==> src/hdl/vgst_pkg.sv <==
// shared types and constants of the voxel grid surface tracker
`default_nettype none
package vgst_pkg;

  localparam int VOXEL_W = 32;
  localparam int COORD_IN_W = 4;
  localparam int KIND_W = 2;

  typedef enum logic [KIND_W-1:0] {
    KIND_READ   = 2'd0,
    KIND_WRITE  = 2'd1,
    KIND_DELETE = 2'd2
  } kind_t;

  // face directions around a cell
  typedef enum logic [2:0] {
    DIR_XM = 3'd0,
    DIR_XP = 3'd1,
    DIR_YM = 3'd2,
    DIR_YP = 3'd3,
    DIR_ZM = 3'd4,
    DIR_ZP = 3'd5
  } dir_t;

  typedef enum logic [4:0] {
    ST_CLEAR,
    ST_IDLE,
    ST_DEL_RD,
    ST_DEL_CHK,
    ST_EMPTY_WR,
    ST_ENB_RD,
    ST_ENB_CHK,
    ST_FILL_WR,
    ST_PRB_START,
    ST_PRB_RD,
    ST_PRB_CHK,
    ST_PRB_DONE,
    ST_FNB_RD,
    ST_FNB_CHK,
    ST_FIN_RD,
    ST_FIN,
    ST_OOR
  } state_t;

  // strobes toward both memories (same addresses for both)
  typedef struct packed {
    logic vox_we;
    logic flg_we;
    logic flg_wd;
    logic rd_en;
  } mem_ctl_t;

  typedef struct packed {
    logic done;
    logic zero;
  } rpt_t;

endpackage
`default_nettype wire

==> src/hdl/vgst_ctrl.sv <==
// sequencer: clearing pass, read-modify-write of voxels and surface flags
`default_nettype none
module vgst_ctrl import vgst_pkg::*; #(
  parameter int GRID_SIDE = 16,
  parameter int AW = 12
) (
  input  wire logic                  clk,
  input  wire logic                  rst,
  input  wire logic                  start,
  input  wire logic [KIND_W-1:0]     kind,
  input  wire logic [COORD_IN_W-1:0] cell_x,
  input  wire logic [COORD_IN_W-1:0] cell_y,
  input  wire logic [COORD_IN_W-1:0] cell_z,
  input  wire logic [VOXEL_W-1:0]    new_value,
  input  wire logic [VOXEL_W-1:0]    vox_rdata,
  input  wire logic                  flg_rdata,
  output logic                       busy,
  output mem_ctl_t                   ctl,
  output logic [AW-1:0]              waddr,
  output logic [AW-1:0]              raddr,
  output logic [VOXEL_W-1:0]         vox_wdata,
  output rpt_t                       rpt
);

  localparam int CW = (GRID_SIDE > 1) ? $clog2(GRID_SIDE) : 1;
  localparam int CELLS = GRID_SIDE * GRID_SIDE * GRID_SIDE;
  localparam logic [CW-1:0] HI = CW'(GRID_SIDE - 1);
  localparam logic [AW-1:0] LAST_CELL = AW'(CELLS - 1);

  // returns {in_grid, x, y, z} of the face neighbor in direction d
  function automatic logic [3*CW:0] step_coord(input logic [CW-1:0] x,
                                               input logic [CW-1:0] y,
                                               input logic [CW-1:0] z,
                                               input dir_t d);
    logic [CW-1:0] nx;
    logic [CW-1:0] ny;
    logic [CW-1:0] nz;
    logic ok;
    nx = x;
    ny = y;
    nz = z;
    ok = 1'b1;
    case (d)
      DIR_XM: begin ok = (x != '0); nx = x - 1'b1; end
      DIR_XP: begin ok = (x != HI); nx = x + 1'b1; end
      DIR_YM: begin ok = (y != '0); ny = y - 1'b1; end
      DIR_YP: begin ok = (y != HI); ny = y + 1'b1; end
      DIR_ZM: begin ok = (z != '0); nz = z - 1'b1; end
      DIR_ZP: begin ok = (z != HI); nz = z + 1'b1; end
      default: ok = 1'b0;
    endcase
    return {ok, nx, ny, nz};
  endfunction

  function automatic logic [AW-1:0] cell_index(input logic [CW-1:0] x,
                                               input logic [CW-1:0] y,
                                               input logic [CW-1:0] z);
    return AW'(x) + AW'(y) * AW'(GRID_SIDE) + AW'(z) * AW'(GRID_SIDE * GRID_SIDE);
  endfunction

  state_t state;
  state_t state_next;

  logic [AW-1:0]      clr_cnt;
  logic [CW-1:0]      cx, cy, cz;
  logic [VOXEL_W-1:0] value;
  dir_t               nb;
  dir_t               pj;
  logic               phase_nb;
  logic               exposed;

  logic [3*CW:0] nb_step;
  logic          nb_ok;
  logic [CW-1:0] nx, ny, nz;
  logic [CW-1:0] tx, ty, tz;
  logic [3*CW:0] pr_step;
  logic [AW-1:0] c_addr, nb_addr, pr_addr;
  logic          tgt_edge;
  logic          nb_last;
  logic          nb_adv;
  logic          in_range;

  assign nb_step = step_coord(cx, cy, cz, nb);
  assign nb_ok   = nb_step[3*CW];
  assign nx      = nb_step[3*CW-1:2*CW];
  assign ny      = nb_step[2*CW-1:CW];
  assign nz      = nb_step[CW-1:0];

  // probe target is the center itself or the current neighbor
  assign tx = phase_nb ? nx : cx;
  assign ty = phase_nb ? ny : cy;
  assign tz = phase_nb ? nz : cz;
  assign tgt_edge = (tx == '0) || (tx == HI) || (ty == '0) || (ty == HI) ||
                    (tz == '0) || (tz == HI);
  assign pr_step = step_coord(tx, ty, tz, pj);

  assign c_addr  = cell_index(cx, cy, cz);
  assign nb_addr = cell_index(nx, ny, nz);
  assign pr_addr = cell_index(pr_step[3*CW-1:2*CW], pr_step[2*CW-1:CW], pr_step[CW-1:0]);

  assign nb_last  = (nb == DIR_ZP);
  assign in_range = (32'(cell_x) < GRID_SIDE) && (32'(cell_y) < GRID_SIDE) &&
                    (32'(cell_z) < GRID_SIDE);

  always_ff @(posedge clk) begin
    if (rst) begin
      state <= ST_CLEAR;
    end else begin
      state <= state_next;
    end
  end

  always_comb begin
    state_next = state;
    ctl        = '0;
    rpt        = '0;
    nb_adv     = 1'b0;
    waddr      = c_addr;
    raddr      = c_addr;
    vox_wdata  = '0;
    busy       = (state != ST_IDLE);
    case (state)
      ST_CLEAR: begin
        ctl.vox_we = 1'b1;
        ctl.flg_we = 1'b1;
        waddr      = clr_cnt;
        if (clr_cnt == LAST_CELL) begin
          state_next = ST_IDLE;
        end
      end
      ST_IDLE: begin
        if (start) begin
          if (!in_range) begin
            state_next = ST_OOR;
          end else if (kind == KIND_WRITE) begin
            state_next = (new_value != '0) ? ST_FILL_WR : ST_EMPTY_WR;
          end else if (kind == KIND_DELETE) begin
            state_next = ST_DEL_RD;
          end else begin
            state_next = ST_FIN_RD;
          end
        end
      end
      ST_DEL_RD: begin
        ctl.rd_en  = 1'b1;
        state_next = ST_DEL_CHK;
      end
      ST_DEL_CHK: begin
        state_next = (vox_rdata != '0) ? ST_EMPTY_WR : ST_FIN_RD;
      end
      ST_EMPTY_WR: begin
        ctl.vox_we = 1'b1;
        ctl.flg_we = 1'b1;
        state_next = ST_ENB_RD;
      end
      ST_ENB_RD: begin
        raddr = nb_addr;
        if (nb_ok) begin
          ctl.rd_en  = 1'b1;
          state_next = ST_ENB_CHK;
        end else begin
          nb_adv     = 1'b1;
          state_next = nb_last ? ST_FIN_RD : ST_ENB_RD;
        end
      end
      ST_ENB_CHK: begin
        // filled neighbor of a fresh hole becomes surface
        waddr      = nb_addr;
        ctl.flg_we = (vox_rdata != '0);
        ctl.flg_wd = 1'b1;
        nb_adv     = 1'b1;
        state_next = nb_last ? ST_FIN_RD : ST_ENB_RD;
      end
      ST_FILL_WR: begin
        ctl.vox_we = 1'b1;
        vox_wdata  = value;
        state_next = ST_PRB_START;
      end
      ST_PRB_START: begin
        state_next = tgt_edge ? ST_PRB_DONE : ST_PRB_RD;
      end
      ST_PRB_RD: begin
        ctl.rd_en  = 1'b1;
        raddr      = pr_addr;
        state_next = ST_PRB_CHK;
      end
      ST_PRB_CHK: begin
        if (vox_rdata == '0 || pj == DIR_ZP) begin
          state_next = ST_PRB_DONE;
        end else begin
          state_next = ST_PRB_RD;
        end
      end
      ST_PRB_DONE: begin
        if (!phase_nb) begin
          ctl.flg_we = exposed;
          ctl.flg_wd = 1'b1;
          state_next = ST_FNB_RD;
        end else begin
          waddr      = nb_addr;
          ctl.flg_we = !exposed;
          ctl.flg_wd = 1'b0;
          nb_adv     = 1'b1;
          state_next = nb_last ? ST_FIN_RD : ST_FNB_RD;
        end
      end
      ST_FNB_RD: begin
        raddr = nb_addr;
        if (nb_ok) begin
          ctl.rd_en  = 1'b1;
          state_next = ST_FNB_CHK;
        end else begin
          nb_adv     = 1'b1;
          state_next = nb_last ? ST_FIN_RD : ST_FNB_RD;
        end
      end
      ST_FNB_CHK: begin
        // only a set flag may need clearing
        if (flg_rdata) begin
          state_next = ST_PRB_START;
        end else begin
          nb_adv     = 1'b1;
          state_next = nb_last ? ST_FIN_RD : ST_FNB_RD;
        end
      end
      ST_FIN_RD: begin
        ctl.rd_en  = 1'b1;
        state_next = ST_FIN;
      end
      ST_FIN: begin
        rpt.done   = 1'b1;
        state_next = ST_IDLE;
      end
      ST_OOR: begin
        rpt.done   = 1'b1;
        rpt.zero   = 1'b1;
        state_next = ST_IDLE;
      end
      default: begin
        state_next = ST_IDLE;
      end
    endcase
  end

  always_ff @(posedge clk) begin
    if (rst) begin
      clr_cnt  <= '0;
      nb       <= DIR_XM;
      pj       <= DIR_XM;
      phase_nb <= 1'b0;
      exposed  <= 1'b0;
    end else begin
      if (state == ST_CLEAR) begin
        clr_cnt <= clr_cnt + 1'b1;
      end
      if (nb_adv) begin
        nb <= dir_t'(nb + 3'd1);
      end
      case (state)
        ST_IDLE: begin
          nb       <= DIR_XM;
          phase_nb <= 1'b0;
        end
        ST_PRB_START: begin
          exposed <= tgt_edge;
          pj      <= DIR_XM;
        end
        ST_PRB_CHK: begin
          if (vox_rdata == '0) begin
            exposed <= 1'b1;
          end
          pj <= dir_t'(pj + 3'd1);
        end
        ST_PRB_DONE: begin
          phase_nb <= 1'b1;
        end
        default: begin
        end
      endcase
    end
  end

  // payload latch, no reset needed
  always_ff @(posedge clk) begin
    if (state == ST_IDLE && start) begin
      cx    <= CW'(cell_x);
      cy    <= CW'(cell_y);
      cz    <= CW'(cell_z);
      value <= new_value;
    end
  end

endmodule
`default_nettype wire

==> config.mk <==
export PLATFORM = sky130hd
export DESIGN_NAME = vgst_ctrl
export DESIGN_NICKNAME = d
export VERILOG_FILES = /design/src/hdl/vgst_pkg.sv /design/src/hdl/vgst_ctrl.sv
export SDC_FILE = /design/constraint.sdc
export NUM_CORES = 1
export LEC_CHECK = 0
export BUFFER_PORTS_ARGS = -buffer_cell sky130_fd_sc_hd__clkbuf_2
export CAP_MARGIN = 20
export CORE_ASPECT_RATIO = 1.75
export CORE_MARGIN = 3
export CORE_UTILIZATION = 58
export CTS_CLUSTER_DIAMETER = 120
export CTS_CLUSTER_SIZE = 25
export DETAILED_ROUTE_END_ITERATION = 7
export PLACE_DENSITY_LB_ADDON = 0.2
export SYNTH_ARGS = -nofsm -noshare
export SYNTH_HDL_FRONTEND = slang
export SYNTH_SLANG_ARGS = --single-unit
==> constraint.sdc <==
create_clock -name clk -period 11.8 [get_ports clk]
set_input_delay 1.77 -clock clk [delete_from_list [all_inputs] [get_ports clk]]
set_output_delay 1.77 -clock clk [all_outputs]
set_load 0.01 [all_outputs]
==> run metrics <==
Synth area leader edfxtp_1; row cnt 45; PD cells around 93 nW/um2; Avg WL per Cell 18.6 um; mux cell area share after synthesis 1.81%; first-pass GRT wire length 24,800 um; Longest Clk Path Bufs 2; kind of start point of the critical path flip-flop; largest family of logic cells by synthesized area simple AND/OR/NAND/NOR gates; Synth Area in Compound Gates about a fifth; distinct cell type count after synthesis 66; HPWL Detailed 12,000 um; Synth Area in Adders 9.81%; period utilisation layout 50.9%; Final Critical Period 6.01 ns; layout cells sized above 1 24.3%; CP most frequent cell ha_1; Die Y approximately 130 um; clock skew 0.00663 ns; WP data required 10.03 ns; Inserted Clock Buffers 9; Clock transition at path regs 0.06 ns; xor-xnor portion of the synthesized cell area 6.26%; Die Footprint 10,100 um2; CP Cell Sequence inv_1, ha_1, nand2_1, ha_1, xnor2_1, a21oi_1, ha_1, nand3_1, nor2_1, or4_1, a21oi_1, xor2_1, o21ai_1, xor2_1, clkbuf_2; Clk Tree Root Cell clkbuf_16; outcome complete, no violations; fin nets 838; net count after synthesis 714; vias 5,183; gr usage total a little under a third; H-Tree Depth 3; Final Hold Fails 0; min-delay worst type reg -> reg; peak per-stage delay on the critical path 0.66 ns; Detailed Route Iter0 Violations 362; MaxCap Viol Count 0; sequential cell area fraction in the yosys report 34.8%; area grow syn2layout 20.9%; Mapped Area 5180 um2; Top FF cell, synth edfxtp_1; core footprint 8670 um2; hold_buf cts 0; Arr. time, crit path 4.24 ns; top cells by area, synth edfxtp_1 (26%), dfxtp_1 (9.3%), ha_1 (7.5%); io pins ~150; CTS resizes 0; Max Freq ~170 MHz; Synthesis Warnings 0; DR pass1 iterations 5; most frequent cells after synthesis nand2_1 (49), nor2_1 (49), o21ai_0 (49); Slew Limit Headroom 28.5%; overall power 585 uW; gpl congestion 0.940; Crit Path Category reg -> out; # port buffers 143; syn avg cell area around 8.7 um2; RSZ-0062 raised after global routing no; CTS Sinks 68; fraction of registers with async set/reset 0%; overall die width between 70 and 80 um; Slowest cell on crit path dfxtp_1; CP Max Fanout 14; setup violators final 0; # fillers 740; Clk Latency, worst-skew pair around 0.33 ns; Post-Synth Simple-Gate Area 23.7%; VDD IR max 0.112 mV; largest net degree at the start of global routing 45; CTS tree built; vias in the first global route 5,203; Post-synth EDFFs between 40 and 50; Slew Limit Fails 0; Seq cells post-synth between 60 and 70; crit end category output pin; area share of the largest cell type after synthesis approximately a quarter; initial antenna violation count 0; DR vias/cell 6.16; Leak 2.58 nW; Initial Utilization 59.7%; Slew @ Worst Pin 1.07 ns; setup TNS 0 ns; number of remaining DRC errors 0; Post-DRT Antenna Nets 0; antenna cells 0; Synth Instances 595; grt ovf 0; final wirelength roughly 16,000 um; postcts setup bufs 0
==> flip-flops by register name, indices dropped and copies added, names as in the netlist <==
register and flops:
pj 3, state 4, cx 4, nb 3
clr_cnt 12, cz 4, phase_nb 1, value 32
cy 4, exposed 1
==> logic make-up (layout without fill, tap and decap cells) <==
kind of cell               count (synthesis)  after routing
other                                      1              1
AOI/OAI and AO/OA                        157            157
adders and majority gates                 37             37
muxes                                      9              9
and+or+nand+nor                          232            232
buffers and inverters                     54            183
xor gates and xnor gates                  37             37
DFF                                       68             68
==> cell type report <==
cell class,count,area [um2],share of cell area [%]
Clock buffer,10,229,3.66
Multi-Input combinational cell,473,3150,50.3
Timing Repair Buffer,146,742,11.9
Tap cell,117,146,2.34
Inverter,21,78.8,1.26
Clock inverter,6,113,1.80
Sequential cell,68,1800,28.8
==> report_power, final <==
group / switching, mW / internal, mW
sequential: 0.00126 / 0.254
clock: 0.0997 / 0.207
combinational: 0.0105 / 0.0129
total: 0.111 / 0.473
==> critical path: cells and delay by family, from the launching register on <==
family	cells	cell delay, ns
compound gates	3	0.44
xor+xnor	3	0.67
fa+ha+maj	3	0.96
buf+inv	2	0.31
flops	1	0.66
simple gates	4	0.85
==> layer usage <==
metal | share of wire, % | track usage, % | wire length (um) | up-vias
met5 | 0 | 0 | 0 | -
met4 | 5.8 | 20.4 | 913 | 0
met3 | 6.1 | 5.76 | 956 | 73
met2 | 54 | 58.5 | 8420 | 272
met1 | 34 | 30.8 | 5320 | 2400
li1 | - | - | - | 2438
==> stage by stage <==
stage,hold slack [ns],util [%],setup WS [ns],std cells,instance area (um2)
after floorplan,0.457,-,6.64,595,5180
after global placement,0.471,68.1,6.25,824,5910
final,0.493,72.2,5.79,841,6260
after CTS,0.494,72.2,5.82,841,6260
after global routing,0.525,72.2,5.46,841,6260
after detailed placement,0.491,68.3,6.19,825,5920
==> final timing paths <==
path          from       end  slack, ns  cells after the start
min          pj[2]     pj[2]       0.49                      2
min reg2reg  pj[2]     pj[2]       0.49                      2
max reg2reg  nb[1]   exposed       8.34                     11
max          nb[1]  raddr[3]       5.79                     15
==> placed cells by master (no fill, tap or decap), drive strengths merged, types with 14 or more instances in the layout <==
cell type,netlist,routed
clkbuf,19,153
inv,21,21
a21oi,42,42
nand3,14,14
xnor2,18,18
nor2,50,50
nand2,50,50
and2,36,36
dfxtp,24,24
xor2,19,19
nor4,18,18
edfxtp,44,44
o21ai,53,53
ha,31,31
No activity file was read; power rests on OpenSTA's default activity.
